File: config.mk
export PLATFORM = sky130hd
export DESIGN_NAME = motion_alarm_escalation_controller_core
export DESIGN_NICKNAME = d
export VERILOG_FILES = /design/src/rtl/maec_pkg.sv /design/src/rtl/motion_alarm_escalation_controller_core.sv
export SDC_FILE = /design/constraint.sdc
export NUM_CORES = 1
export LEC_CHECK = 0
export BUFFER_PORTS_ARGS = -buffer_cell sky130_fd_sc_hd__buf_2
export CAP_MARGIN = 10
export CORE_UTILIZATION = 40
export DETAILED_ROUTE_END_ITERATION = 16
export PLACE_DENSITY = 0.61
export REMOVE_ABC_BUFFERS = 1
export SLEW_MARGIN = 25
export SYNTH_ARGS = -nofsm -noshare
export SYNTH_HDL_FRONTEND = slang
export SYNTH_SLANG_ARGS = --single-unit
export TNS_END_PERCENT = 100
File: constraint.sdc
create_clock -name clk -period 5.4 [get_ports clk]
set_input_delay 0.81 -clock clk [delete_from_list [all_inputs] [get_ports clk]]
set_output_delay 0.81 -clock clk [all_outputs]
set_load 0.02 [all_outputs]
File: src/rtl/maec_pkg.sv
// shared constants, codes and types of the motion alarm escalation controller
package maec_pkg;

	// contact table limits
	localparam int MAX_CONTACTS = 16;
	localparam int EFF_MAX      = (MAX_CONTACTS < 16) ? MAX_CONTACTS : 16;

	// field widths
	localparam int CMD_W    = 3;
	localparam int ACCEL_W  = 16;
	localparam int ANGLE_W  = 11;
	localparam int STATUS_W = 3;
	localparam int ACT_W    = 3;
	localparam int CONT_W   = 4;
	localparam int MOVE_W   = 3;
	localparam int MODE_W   = 3;
	localparam int THR_W    = 15;
	localparam int TIME_W   = 16;
	localparam int COUNT_W  = 5;
	localparam int FLAGS_W  = 6;
	localparam int CFG_IDX_W  = 3;
	localparam int CFG_DATA_W = 16;

	localparam logic [ANGLE_W-1:0] ANGLE_MAX = 11'd1800;
	localparam logic [TIME_W-1:0]  TIME_MAX  = 16'hFFFF;

	// commands
	localparam logic [CMD_W-1:0] CMD_ACCEL  = 3'd0;
	localparam logic [CMD_W-1:0] CMD_ANGLE  = 3'd1;
	localparam logic [CMD_W-1:0] CMD_TICK   = 3'd2;
	localparam logic [CMD_W-1:0] CMD_STATUS = 3'd3;
	localparam logic [CMD_W-1:0] CMD_ARM    = 3'd4;
	localparam logic [CMD_W-1:0] CMD_DISARM = 3'd5;
	localparam logic [CMD_W-1:0] CMD_RESET  = 3'd6;

	// call status codes
	localparam logic [STATUS_W-1:0] CS_DIALING  = 3'd1;
	localparam logic [STATUS_W-1:0] CS_ALERTING = 3'd2;
	localparam logic [STATUS_W-1:0] CS_ACTIVE   = 3'd3;

	// actions
	localparam logic [ACT_W-1:0] ACT_DIAL   = 3'd0;
	localparam logic [ACT_W-1:0] ACT_ALERT  = 3'd1;
	localparam logic [ACT_W-1:0] ACT_QUERY  = 3'd2;
	localparam logic [ACT_W-1:0] ACT_HANGUP = 3'd3;
	localparam logic [ACT_W-1:0] ACT_REBASE = 3'd4;

	// alarm modes
	localparam logic [MODE_W-1:0] MODE_DISARMED = 3'd0;
	localparam logic [MODE_W-1:0] MODE_ARMED    = 3'd1;
	localparam logic [MODE_W-1:0] MODE_CALL     = 3'd2;
	localparam logic [MODE_W-1:0] MODE_WAIT     = 3'd3;
	localparam logic [MODE_W-1:0] MODE_COOL     = 3'd4;

	// movement kinds
	localparam logic [MOVE_W-1:0] MOVE_ROTATION = 3'd0;

	// register indexes
	localparam logic [CFG_IDX_W-1:0] REG_ROT_LIMIT  = 3'd0;
	localparam logic [CFG_IDX_W-1:0] REG_VERT_THR   = 3'd1;
	localparam logic [CFG_IDX_W-1:0] REG_HORIZ_THR  = 3'd2;
	localparam logic [CFG_IDX_W-1:0] REG_CALL_TMO   = 3'd3;
	localparam logic [CFG_IDX_W-1:0] REG_COOLDOWN   = 3'd4;
	localparam logic [CFG_IDX_W-1:0] REG_POLL       = 3'd5;
	localparam logic [CFG_IDX_W-1:0] REG_CONTACTS   = 3'd6;

	// register reset values
	localparam logic [ANGLE_W-1:0] RST_ROT_LIMIT = 11'd50;
	localparam logic [THR_W-1:0]   RST_VERT_THR  = 15'd640;
	localparam logic [THR_W-1:0]   RST_HORIZ_THR = 15'd512;
	localparam logic [TIME_W-1:0]  RST_CALL_TMO  = 16'd30000;
	localparam logic [TIME_W-1:0]  RST_COOLDOWN  = 16'd20000;
	localparam logic [TIME_W-1:0]  RST_POLL      = 16'd1000;
	localparam logic [COUNT_W-1:0] RST_CONTACTS  = 5'd4;

	// result queue
	localparam int QDEPTH = 4;
	localparam int QPTR_W = $clog2(QDEPTH);
	localparam int QCNT_W = $clog2(QDEPTH + 1);

	typedef struct packed {
		logic [ACT_W-1:0]   action;
		logic [CONT_W-1:0]  contact;
		logic [MOVE_W-1:0]  movement;
		logic [ANGLE_W-1:0] angle_report;
		logic [MODE_W-1:0]  alarm_mode;
		logic               last;
	} result_t;

endpackage

File: src/rtl/motion_alarm_escalation_controller_core.sv
// motion alarm escalation controller: event decode, escalation machine, result queue
// results of a request are written into the registered result queue when the request is taken
// throughput: one request per cycle unless in_stall; a request with two results holds the
// output for both, so the single output port sets the rate on long runs of dial/alert or reset
// input stalls while the four-entry result queue has fewer than two free slots
// arst_n clears mode to armed, all counters, flags and the queue; registers take reset values
module motion_alarm_escalation_controller_core (
	input  logic                                clk,
	input  logic                                arst_n,

	// configuration write channel
	input  logic                                cfg_valid,
	output logic                                cfg_ready,
	input  logic [maec_pkg::CFG_IDX_W-1:0]      cfg_index,
	input  logic [maec_pkg::CFG_DATA_W-1:0]     cfg_data,

	// event request channel
	input  logic                                in_valid,
	output logic                                in_stall,
	input  logic [maec_pkg::CMD_W-1:0]          command,
	input  logic signed [maec_pkg::ACCEL_W-1:0] accel_x,
	input  logic signed [maec_pkg::ACCEL_W-1:0] accel_y,
	input  logic signed [maec_pkg::ACCEL_W-1:0] accel_z,
	input  logic [maec_pkg::ANGLE_W-1:0]        angle_tenths,
	input  logic [maec_pkg::STATUS_W-1:0]       call_status,

	// result channel
	output logic                                out_valid,
	input  logic                                out_stall,
	output logic [maec_pkg::ACT_W-1:0]          action,
	output logic [maec_pkg::CONT_W-1:0]         contact,
	output logic [maec_pkg::MOVE_W-1:0]         movement,
	output logic [maec_pkg::ANGLE_W-1:0]        angle_report,
	output logic [maec_pkg::MODE_W-1:0]         alarm_mode,
	output logic                                last
);

	// configuration registers
	logic [maec_pkg::ANGLE_W-1:0] rot_limit_q;
	logic [maec_pkg::THR_W-1:0]   vert_thr_q;
	logic [maec_pkg::THR_W-1:0]   horiz_thr_q;
	logic [maec_pkg::TIME_W-1:0]  call_tmo_q;
	logic [maec_pkg::TIME_W-1:0]  cooldown_q;
	logic [maec_pkg::TIME_W-1:0]  poll_q;
	logic [maec_pkg::COUNT_W-1:0] contacts_q;

	// machine state
	logic [maec_pkg::MODE_W-1:0]  mode_q;
	logic [maec_pkg::CONT_W-1:0]  contact_q;
	logic [maec_pkg::FLAGS_W-1:0] flags_q;
	logic [maec_pkg::ANGLE_W-1:0] angle_q;
	logic [maec_pkg::MOVE_W-1:0]  move_q;
	logic [maec_pkg::TIME_W-1:0]  call_el_q;
	logic [maec_pkg::TIME_W-1:0]  cool_el_q;
	logic [maec_pkg::TIME_W-1:0]  poll_el_q;

	// next state
	logic [maec_pkg::MODE_W-1:0]  mode_d;
	logic [maec_pkg::CONT_W-1:0]  contact_d;
	logic [maec_pkg::FLAGS_W-1:0] flags_d;
	logic [maec_pkg::ANGLE_W-1:0] angle_d;
	logic [maec_pkg::MOVE_W-1:0]  move_d;
	logic [maec_pkg::TIME_W-1:0]  call_el_d;
	logic [maec_pkg::TIME_W-1:0]  cool_el_d;
	logic [maec_pkg::TIME_W-1:0]  poll_el_d;

	// results of this request
	logic [1:0]                   n_res;
	logic [maec_pkg::ACT_W-1:0]   act0;
	logic [maec_pkg::ACT_W-1:0]   act1;
	maec_pkg::result_t            res0;
	maec_pkg::result_t            res1;

	// helpers
	logic                         in_take;
	logic [maec_pkg::COUNT_W-1:0] eff_count;
	logic [maec_pkg::COUNT_W-1:0] next_idx;
	logic [maec_pkg::CONT_W-1:0]  next_contact;
	logic [maec_pkg::TIME_W-1:0]  call_inc;
	logic [maec_pkg::TIME_W-1:0]  cool_inc;
	logic [maec_pkg::TIME_W-1:0]  poll_inc;
	logic                         rot_hit;
	logic [maec_pkg::MOVE_W-1:0]  first_dir;
	logic signed [maec_pkg::THR_W+1:0] v_pos, v_neg, h_pos, h_neg;
	logic signed [maec_pkg::THR_W+1:0] x_ext, y_ext, z_ext;

	// result queue
	maec_pkg::result_t            queue_q [maec_pkg::QDEPTH];
	logic [maec_pkg::QPTR_W-1:0]  wr_ptr_q;
	logic [maec_pkg::QPTR_W-1:0]  rd_ptr_q;
	logic [maec_pkg::QCNT_W-1:0]  count_q;
	logic                         out_take;

	assign cfg_ready = 1'b1;
	assign in_stall  = (count_q > maec_pkg::QCNT_W'(maec_pkg::QDEPTH - 2));
	assign in_take   = in_valid && !in_stall;
	assign out_valid = (count_q != '0);
	assign out_take  = out_valid && !out_stall;

	// configuration writes, indexes past the list are dropped
	always_ff @(posedge clk or negedge arst_n) begin
		if (!arst_n) begin
			rot_limit_q <= maec_pkg::RST_ROT_LIMIT;
			vert_thr_q  <= maec_pkg::RST_VERT_THR;
			horiz_thr_q <= maec_pkg::RST_HORIZ_THR;
			call_tmo_q  <= maec_pkg::RST_CALL_TMO;
			cooldown_q  <= maec_pkg::RST_COOLDOWN;
			poll_q      <= maec_pkg::RST_POLL;
			contacts_q  <= maec_pkg::RST_CONTACTS;
		end else if (cfg_valid && cfg_ready) begin
			case (cfg_index)
				maec_pkg::REG_ROT_LIMIT: rot_limit_q <= cfg_data[maec_pkg::ANGLE_W-1:0];
				maec_pkg::REG_VERT_THR:  vert_thr_q  <= cfg_data[maec_pkg::THR_W-1:0];
				maec_pkg::REG_HORIZ_THR: horiz_thr_q <= cfg_data[maec_pkg::THR_W-1:0];
				maec_pkg::REG_CALL_TMO:  call_tmo_q  <= cfg_data;
				maec_pkg::REG_COOLDOWN:  cooldown_q  <= cfg_data;
				maec_pkg::REG_POLL:      poll_q      <= cfg_data;
				maec_pkg::REG_CONTACTS:  contacts_q  <= cfg_data[maec_pkg::COUNT_W-1:0];
				default: ;
			endcase
		end
	end

	// contact count held in range, and round robin successor
	always_comb begin
		eff_count = contacts_q;
		if (eff_count == '0) begin
			eff_count = maec_pkg::COUNT_W'(1);
		end
		if (eff_count > maec_pkg::COUNT_W'(maec_pkg::EFF_MAX)) begin
			eff_count = maec_pkg::COUNT_W'(maec_pkg::EFF_MAX);
		end
		next_idx = {1'b0, contact_q} + maec_pkg::COUNT_W'(1);
		if (next_idx >= eff_count) begin
			next_contact = '0;
		end else begin
			next_contact = next_idx[maec_pkg::CONT_W-1:0];
		end
	end

	// saturating elapsed counters as seen by a tick
	assign call_inc = (call_el_q == maec_pkg::TIME_MAX) ? call_el_q : call_el_q + 1'b1;
	assign cool_inc = (cool_el_q == maec_pkg::TIME_MAX) ? cool_el_q : cool_el_q + 1'b1;
	assign poll_inc = (poll_el_q == maec_pkg::TIME_MAX) ? poll_el_q : poll_el_q + 1'b1;

	assign rot_hit = (angle_q >= rot_limit_q);

	// first set direction flag gives the movement kind (lift is kind 1)
	always_comb begin
		first_dir = maec_pkg::MOVE_W'(maec_pkg::FLAGS_W);
		for (int k = maec_pkg::FLAGS_W - 1; k >= 0; k--) begin
			if (flags_q[k]) begin
				first_dir = maec_pkg::MOVE_W'(k + 1);
			end
		end
	end

	// symmetric thresholds, one bit of headroom for the negation
	assign v_pos = $signed({2'b00, vert_thr_q});
	assign v_neg = -v_pos;
	assign h_pos = $signed({2'b00, horiz_thr_q});
	assign h_neg = -h_pos;
	assign x_ext = (maec_pkg::THR_W + 2)'(accel_x);
	assign y_ext = (maec_pkg::THR_W + 2)'(accel_y);
	assign z_ext = (maec_pkg::THR_W + 2)'(accel_z);

	// event decode and escalation machine
	always_comb begin
		mode_d    = mode_q;
		contact_d = contact_q;
		flags_d   = flags_q;
		angle_d   = angle_q;
		move_d    = move_q;
		call_el_d = call_el_q;
		cool_el_d = cool_el_q;
		poll_el_d = poll_el_q;
		n_res     = 2'd0;
		act0      = maec_pkg::ACT_DIAL;
		act1      = maec_pkg::ACT_DIAL;

		case (command)
			maec_pkg::CMD_ACCEL: begin
				flags_d[0] = (z_ext > v_pos);
				flags_d[1] = (z_ext < v_neg);
				flags_d[2] = (x_ext > h_pos);
				flags_d[3] = (x_ext < h_neg);
				flags_d[4] = (y_ext > h_pos);
				flags_d[5] = (y_ext < h_neg);
			end
			maec_pkg::CMD_ANGLE: begin
				angle_d = (angle_tenths > maec_pkg::ANGLE_MAX) ? maec_pkg::ANGLE_MAX : angle_tenths;
			end
			maec_pkg::CMD_TICK: begin
				call_el_d = call_inc;
				cool_el_d = cool_inc;
				poll_el_d = poll_inc;
				case (mode_q)
					maec_pkg::MODE_ARMED: begin
						if (rot_hit || (flags_q != '0)) begin
							move_d    = rot_hit ? maec_pkg::MOVE_ROTATION : first_dir;
							contact_d = '0;
							mode_d    = maec_pkg::MODE_CALL;
						end
					end
					maec_pkg::MODE_CALL: begin
						flags_d = '0;
						// a stale index past the count restarts the list
						if ({1'b0, contact_q} >= eff_count) begin
							contact_d = '0;
						end
						call_el_d = '0;
						n_res     = 2'd2;
						act0      = maec_pkg::ACT_DIAL;
						act1      = maec_pkg::ACT_ALERT;
						mode_d    = maec_pkg::MODE_WAIT;
					end
					maec_pkg::MODE_WAIT: begin
						if (call_inc >= call_tmo_q) begin
							n_res     = 2'd1;
							act0      = maec_pkg::ACT_HANGUP;
							contact_d = next_contact;
							mode_d    = maec_pkg::MODE_CALL;
						end else if (poll_inc >= poll_q) begin
							n_res     = 2'd1;
							act0      = maec_pkg::ACT_QUERY;
							poll_el_d = '0;
						end
					end
					maec_pkg::MODE_COOL: begin
						if (cool_inc >= cooldown_q) begin
							if (rot_hit) begin
								contact_d = '0;
								mode_d    = maec_pkg::MODE_CALL;
							end else begin
								mode_d    = maec_pkg::MODE_ARMED;
							end
						end
					end
					default: ;
				endcase
			end
			maec_pkg::CMD_STATUS: begin
				if (mode_q == maec_pkg::MODE_WAIT) begin
					if (call_status == maec_pkg::CS_ACTIVE) begin
						cool_el_d = '0;
						mode_d    = maec_pkg::MODE_COOL;
					end else if (!(call_status inside {maec_pkg::CS_DIALING,
						maec_pkg::CS_ALERTING})) begin
						// none, disconnected and unknown codes drop to the next contact
						contact_d = next_contact;
						mode_d    = maec_pkg::MODE_CALL;
					end
				end
			end
			maec_pkg::CMD_ARM: begin
				mode_d = maec_pkg::MODE_ARMED;
				n_res  = 2'd1;
				act0   = maec_pkg::ACT_REBASE;
			end
			maec_pkg::CMD_DISARM: begin
				mode_d = maec_pkg::MODE_DISARMED;
				n_res  = 2'd1;
				act0   = maec_pkg::ACT_HANGUP;
			end
			maec_pkg::CMD_RESET: begin
				mode_d = maec_pkg::MODE_ARMED;
				n_res  = 2'd2;
				act0   = maec_pkg::ACT_HANGUP;
				act1   = maec_pkg::ACT_REBASE;
			end
			default: ;
		endcase
	end

	// results carry the state left by this request
	always_comb begin
		res0.action       = act0;
		res0.contact      = contact_d;
		res0.movement     = move_d;
		res0.angle_report = angle_d;
		res0.alarm_mode   = mode_d;
		res0.last         = (n_res == 2'd1);
		res1              = res0;
		res1.action       = act1;
		res1.last         = 1'b1;
	end

	// state update on each accepted request
	always_ff @(posedge clk or negedge arst_n) begin
		if (!arst_n) begin
			mode_q    <= maec_pkg::MODE_ARMED;
			contact_q <= '0;
			flags_q   <= '0;
			angle_q   <= '0;
			move_q    <= '0;
			call_el_q <= '0;
			cool_el_q <= '0;
			poll_el_q <= '0;
		end else if (in_take) begin
			mode_q    <= mode_d;
			contact_q <= contact_d;
			flags_q   <= flags_d;
			angle_q   <= angle_d;
			move_q    <= move_d;
			call_el_q <= call_el_d;
			cool_el_q <= cool_el_d;
			poll_el_q <= poll_el_d;
		end
	end

	// result queue entries, no reset needed on the payload
	always_ff @(posedge clk) begin
		if (in_take && (n_res != 2'd0)) begin
			queue_q[wr_ptr_q] <= res0;
			if (n_res == 2'd2) begin
				queue_q[wr_ptr_q + 1'b1] <= res1;
			end
		end
	end

	// queue pointers and fill count
	always_ff @(posedge clk or negedge arst_n) begin
		if (!arst_n) begin
			wr_ptr_q <= '0;
			rd_ptr_q <= '0;
			count_q  <= '0;
		end else begin
			if (in_take) begin
				wr_ptr_q <= wr_ptr_q + maec_pkg::QPTR_W'(n_res);
			end
			if (out_take) begin
				rd_ptr_q <= rd_ptr_q + 1'b1;
			end
			count_q <= count_q + (in_take ? maec_pkg::QCNT_W'(n_res) : '0)
				- (out_take ? maec_pkg::QCNT_W'(1) : '0);
		end
	end

	// head of the queue drives the result ports
	assign action       = queue_q[rd_ptr_q].action;
	assign contact      = queue_q[rd_ptr_q].contact;
	assign movement     = queue_q[rd_ptr_q].movement;
	assign angle_report = queue_q[rd_ptr_q].angle_report;
	assign alarm_mode   = queue_q[rd_ptr_q].alarm_mode;
	assign last         = queue_q[rd_ptr_q].last;

endmodule

# [Word-level counts from Yosys, hierarchy flattened]
# Memories as Yosys holds them, arrays and structs flattened.
# Index checks and enable logic that the tools add are counted.
# W data, S select, Z words.
[totals] romBits=0 memories=1 latchBits=0 mem_bits_rw=100 input_bits=89 ff_bits=176
[classes] n_bitwise=0 n_lt_le_gt_ge=15 n_shift=0 n_addsub=11 reduce_logical=28 n_mux=62 n_eq_ne=27 multipliers=0 n_div=0
[memory_table] memory="queue_q" depth=4 width=25 rd=1 rd_clocked_by_memory_dff=0 write_ports=2 line_no="motion_alarm_escalation_controller_core.sv:88" source="maec_pkg::result_t queue_q [maec_pkg::QDEPTH];"
[op_table] operator="$mux W16" count=9
[op_table] operator="$lt A16 B17 Y1" count=3
[op_table] operator="$add A16 B1 Y16 const B" count=3
[op_table] operator="$eq A16 B16 Y1 const B" count=3
[op_table] operator="$ge A16 B16 Y1" count=3
[op_table] operator="$gt A16 B16 Y1" count=3
[op_table] operator="$mux W3" count=14
[op_table] operator="$mux W4" count=9
[op_table] operator="$neg A15 Y17" count=2
[op_table] operator="$pmux W16 S2" count=1
[op_table] operator="$eq A3 B2 Y1 const B" count=8
[op_table] operator="$pmux W3 S4" count=2
[op_table] operator="$mux W11" count=2
[op_table] operator="$eq A3 B3 Y1 const B" count=7
[op_table] operator="$pmux W4 S4" count=1
[op_table] operator="$reduce_and A2 Y1" count=8
[op_table] operator="$eq A3 B1 Y1 const B" count=4
[op_table] operator="$mux W2" count=6
[op_table] operator="$pmux W6 S2" count=1
[op_table] operator="$ge A11 B11 Y1" count=1
[op_table] operator="$gt A11 B11 Y1 const B" count=1
[op_table] operator="$mux W5" count=2
[op_table] operator="$mux W1" count=9
[op_table] operator="$pmux W3 S3" count=1
[op_table] operator="29 further kinds" count=40

# [Logic depth before layout (Yosys ltp)]
[depth] depth_word=11 depth_mapped=23 depth_no_buf=23

# [Worst setup path after synthesis]
# No wires, ideal clock.
[synth_timing] path_kind="reg-to-reg" start="register call_el_q[0] (netlist bit)" end="register count_q[2] (netlist bit)" path_buffers=0 synth_period_minus_slack_ns=4.587 slack_ns=0.813 setup_ns=0.123 path_stages_with_launch=24 arrival_ns=4.465 path_cell_list="dfrtp_1 ha_1 nand3_1 nor4_2 nand4_1 nor2_1 nor2_1 nand2_1 xnor2_1 ha_1 a2111oi_0 o21ai_1 a211oi_2 o21ai_2 nor2_4 o21ai_2 nand2_1 ha_1 inv_1 ha_1 inv_1 fa_1 xor2_1 xnor2_1"
[synth_via] elab_chain_cells=9 word_cells_on_any_way=10 cone_classes="add/sub (3); order compare (1); eq/ne (1); mux (5)"
[synth_lines] element="from (decl)" line_no="motion_alarm_escalation_controller_core.sv:53" source="logic [maec_pkg::TIME_W-1:0] call_el_q;"
[synth_lines] element="from (signal assigned)" line_no="motion_alarm_escalation_controller_core.sv:305" source="call_el_q <= call_el_d;"
[synth_lines] element="$add A16 B1 Y16 or $eq A16 B16 Y1 (tied branches)" line_no="motion_alarm_escalation_controller_core.sv:142" source="assign call_inc = (call_el_q == maec_pkg::TIME_MAX) ? call_el_q : call_el_q + 1'b1;"
[synth_lines] element="$mux W16 (*)" line_no="motion_alarm_escalation_controller_core.sv:142"
[synth_lines] element="$ge A16 B16 Y1 (*)" line_no="motion_alarm_escalation_controller_core.sv:218" source="if (call_inc >= call_tmo_q) begin"
[synth_lines] element="$mux W1 (*)" line_no="motion_alarm_escalation_controller_core.sv:218"
[synth_lines] element="$pmux W2 S2 (*)" line_no="motion_alarm_escalation_controller_core.sv:197" source="case (mode_q)"
[synth_lines] element="$pmux W2 S3 (*)" line_no="motion_alarm_escalation_controller_core.sv:181" source="case (command)"
[synth_lines] element="$mux W2 (*)" line_no="motion_alarm_escalation_controller_core.sv:334" source="count_q <= count_q + (in_take ? maec_pkg::QCNT_W'(n_res) : '0)"
[synth_lines] element="$add A3 B2 Y3 (*)" line_no="motion_alarm_escalation_controller_core.sv:334"
[synth_lines] element="$sub A3 B1 Y3 (*)" line_no="motion_alarm_escalation_controller_core.sv:335" source="- (out_take ? maec_pkg::QCNT_W'(1) : '0);"
[synth_lines] element="to (signal assigned)" line_no="motion_alarm_escalation_controller_core.sv:334"
[synth_lines] element="to (decl)" line_no="motion_alarm_escalation_controller_core.sv:91" source="logic [maec_pkg::QCNT_W-1:0] count_q;"
# Every way passes the cells marked *; elsewhere a longest branch is shown, timed or not.
# A chain may end at the register's enable or synchronous reset.

# [Worst setup path in the final report]
# Ends and elaborated chain as after synthesis.

==> implementation parameters <==
Parameter                              Value

GRT
  Antenna violations before repair ... 3
  GR Util met2 ... 0.326
  Met1 track demand over resource in global routing ... 0.286
  Met3 GRT Util ... 0.0281
  Overall Global Routing Usage ... 0.201
  Global-route wire length before repair ... 70.5 mm
  Layer with the highest usage after global routing ... met2
  Global route total overflow ... 0
  Vias in the first global route ... 13100
  Pin count of the biggest net entering global routing ... 104

Clocking
  Cts bufs inserted ... 30
  Number of setup buffers added after CTS ... 0
  Gates resized, CTS repair ... 0
  Total of hold buffers inserted after clock tree synthesis ... 0
  Maximum level of the CTS H-tree ... 1
  Register clock-pin slew on the reported worst setup and hold paths ... 0.06 ns
  Number of sinks driven by the clock tree ... 276
  Clock tree from TritonCTS ... yes
  Cell at the root of the clock tree ... sky130_fd_sc_hd__clkbuf_16
  Maximum buffer depth of the clock tree ... 3
  Worst skew pair latency ... 0.56 ns

Detailed routing
  Iteration-0 DRC Markers ... 744
  Routed length per instance ... 17.6 um
  Post-detailed-routing wire length ... 43.4 mm
  Final ANT Viol Nets ... 0
  First drt pass iteration count ... 5
  Count of vias placed by the detailed router ... 13200
  Avg Vias per Cell ... 5.35
  DRC viols ... 0

Worst setup path
  Highest-delay cell along the critical path ... sky130_fd_sc_hd__dfrtp_1
  Depth of the most critical reg-to-reg path ... 25
  Critical path arrival ... 5.25 ns
  Launch instance of the worst register-to-register path ... call_el_q[0]$_DFFE_PN0P_
  Number of buffer and inverter stages on the critical path ... 4
  Most used cell along the critical path ... sky130_fd_sc_hd__ha_1
  Worst EP required ... 5.85 ns
  Biggest cell delay along the critical path ... 0.45 ns
  Largest driver fanout on the critical path ... 8
  Crit Path Category ... flip-flop to flip-flop
  Crit path max-delay family ... simple AND/OR/NAND/NOR gates
  Kind of end point of the critical path ... flip-flop
  Setup slack on the worst flop-to-flop path ... 0.60 ns
  Reg-to-reg critical path endpoint ... count_q[2]$_DFF_PN0_
  Worst Setup Start Kind ... flip-flop

Synthesis
  Warnings from Yosys ... 0
  Count of unique library cells instantiated by Yosys ... 98
  Leading area contributor after synthesis ... sky130_fd_sc_hd__dfrtp_1
  Gate count after technology mapping ... 1757
  Async set or reset register ratio after synthesis ... 0.638
  Cell area after synthesis ... 17300 um^2
  FF+latch count, synth ... 276
  Synth Area per Inst ... 9.84 um^2
  Most used DFF post-synth ... sky130_fd_sc_hd__dfrtp_1
  Number of enable flip-flop cells after synthesis ... 92
  Top post-synthesis cells by area ... sky130_fd_sc_hd__dfrtp_1, sky130_fd_sc_hd__edfxtp_1, sky130_fd_sc_hd__ha_1
  Fraction of post-synthesis cell area in the top cell type by area ... 0.217
  Sequential cell area fraction in the yosys report ... 0.426

Timing
  Final critical-path required period ... 4.80 ns
  Setup TNS ... 0 ns
  Relative slew slack ... 0.363
  Final setup viols ... 0
  Fmax ... 208 MHz
  Slew at the pin closest to its max-slew limit ... 0.950 ns
  Final hold viol count ... 0
  Worst Clk Skew ... 0.0166 ns
  Final cycle utilization of the critical path ... 0.890
  Setup repair after global routing missed its margin ... no
  Number of pins with negative max-slew slack in the final report ... 0

Place
  Detailed placer's ending HPWL ... 31.6 mm
  Instance area at placement ... 18500 um^2
  Final weighted congestion in routability-driven placement ... 0.839
  Number of input and output port buffers inserted ... 115

Floorplan
  Floorplan row count ... 75
  Initial standard-cell utilization of the core ... 0.408
  Full die area ... 44100 um^2
  Floorplan core area ... 42300 um^2
  Ports placed on the boundary ... 117
  Vertical extent of the die ... 210 um
  Die W ... 210 um

Layout
  Area growth, synth to finish ... 12.8%
  Proportion of layout cells with a drive suffix above 1 ... 0.173
  Leading cell type in the layout, fill and taps excluded ... sky130_fd_sc_hd__nand2_1
  Most frequent cells in the layout ... sky130_fd_sc_hd__nand2_1, sky130_fd_sc_hd__ha_1, sky130_fd_sc_hd__nor2_1
  Post-route cell area ... 19500 um^2
  Final-stage net count ... 2121

Power
  Power density over cell area ... 386 nW/um^2
  Leakage ... 8.36 nW
  Worst VDD drop ... 0.257 mV

Flow run
  Max capacitance violation total ... 0

Status
  Result of the run ... finished, final reports clean

Min path
  Class of the tightest hold or removal check ... input pin to asynchronous set/reset pin
==> report_power, final <==
part | internal (mW) | switching, mW | total, mW | leakage [nW]
clock | 1.23 | 0.855 | 2.08 | 0.498
combinational | 1.09 | 1.45 | 2.54 | 4.78
sequential | 2.55 | 0.363 | 2.91 | 3.08
total | 4.86 | 2.67 | 7.53 | 8.36
==> Yosys cell counts (16+ instances only) <==
| cell type | count |
|---|---|
| sky130_fd_sc_hd__a21oi_1 | 62 |
| sky130_fd_sc_hd__a22o_1 | 22 |
| sky130_fd_sc_hd__a31oi_1 | 17 |
| sky130_fd_sc_hd__clkbuf_1 | 46 |
| sky130_fd_sc_hd__dfrtp_1 | 150 |
| sky130_fd_sc_hd__dfstp_2 | 26 |
| sky130_fd_sc_hd__edfxtp_1 | 92 |
| sky130_fd_sc_hd__ha_1 | 171 |
| sky130_fd_sc_hd__inv_1 | 119 |
| sky130_fd_sc_hd__mux2_2 | 43 |
| sky130_fd_sc_hd__mux4_2 | 25 |
| sky130_fd_sc_hd__nand2_1 | 196 |
| sky130_fd_sc_hd__nand2b_1 | 18 |
| sky130_fd_sc_hd__nand3_1 | 43 |
| sky130_fd_sc_hd__nand4_1 | 25 |
| sky130_fd_sc_hd__nor2_1 | 171 |
| sky130_fd_sc_hd__nor2b_1 | 25 |
| sky130_fd_sc_hd__nor3_1 | 33 |
| sky130_fd_sc_hd__o21a_1 | 28 |
| sky130_fd_sc_hd__o21ai_0 | 138 |
| sky130_fd_sc_hd__o31ai_1 | 16 |
| sky130_fd_sc_hd__xnor2_1 | 50 |
==> area by class of cell <==
class                           count  area, um^2
Clock inverter                     14         124
Fill cell                        3993       22800
Timing Repair Buffer              136         752
Antenna cell                        1        2.50
Sequential cell                   276        7360
Multi-Input combinational cell   1292        9200
Clock buffer                       42         878
Tap cell                          577         722
Inverter                          124         465
==> state kept, by name, indices dropped and copies added, names as in the netlist, 5 cells and up <==
register / count
cooldown_q: 16
poll_el_q: 16
cool_el_q: 16
poll_q: 16
contacts_q: 5
vert_thr_q: 15
call_tmo_q: 16
angle_q: 11
rot_limit_q: 11
flags_q: 6
queue_q: 100
horiz_thr_q: 15
call_el_q: 16
==> through the flow <==
step / worst slack [ns] / hold WS (ns) / util / std cells / power [mW]
finish: 0.597 / 0.267 / 0.461 / 2462 / 7.53
detailed placement: 0.602 / 0.457 / 0.437 / 2405 / 5.49
floorplan: 0.759 / 0.437 / - / 1692 / 4.69
global placement: 0.703 / 0.458 / 0.437 / 2405 / 5.41
global route: 0.190 / 0.308 / 0.461 / 2462 / 8.06
CTS: 0.586 / 0.295 / 0.461 / 2461 / 7.61
==> worst max path at each step <==
stage                               endpoint                startpoint  cells after the start
floorplan           queue_q[0][10]$_DFFE_PP_  call_el_q[0]$_DFFE_PN0P_                     17
global placement        count_q[2]$_DFF_PN0_  call_el_q[0]$_DFFE_PN0P_                     25
detailed placement      count_q[2]$_DFF_PN0_  call_el_q[0]$_DFFE_PN0P_                     25
CTS                     count_q[2]$_DFF_PN0_  call_el_q[0]$_DFFE_PN0P_                     25
global route            count_q[2]$_DFF_PN0_  call_el_q[0]$_DFFE_PN0P_                     24
finish                  count_q[2]$_DFF_PN0_  call_el_q[0]$_DFFE_PN0P_                     25
==> routing by layer <==
metal	routed length [um]	vias up	part of all wire
li1	-	6511	-
met1	21000	6351	0.48
met2	19700	272	0.45
met3	1930	48	0.044
met4	790	0	0.018
met5	0	-	0
==> cells by family after synthesis <==
logic type | synth area share
XOR/XNOR | 0.0329
AND/OR/NAND/NOR | 0.162
flip-flops | 0.426
multiplexers | 0.0654
buffers and inverters | 0.0443
adder cells (fa/ha/maj) | 0.125
AO/OA/AOI/OAI | 0.144
other | 0.000434
(Power assumes the default switching activity.)
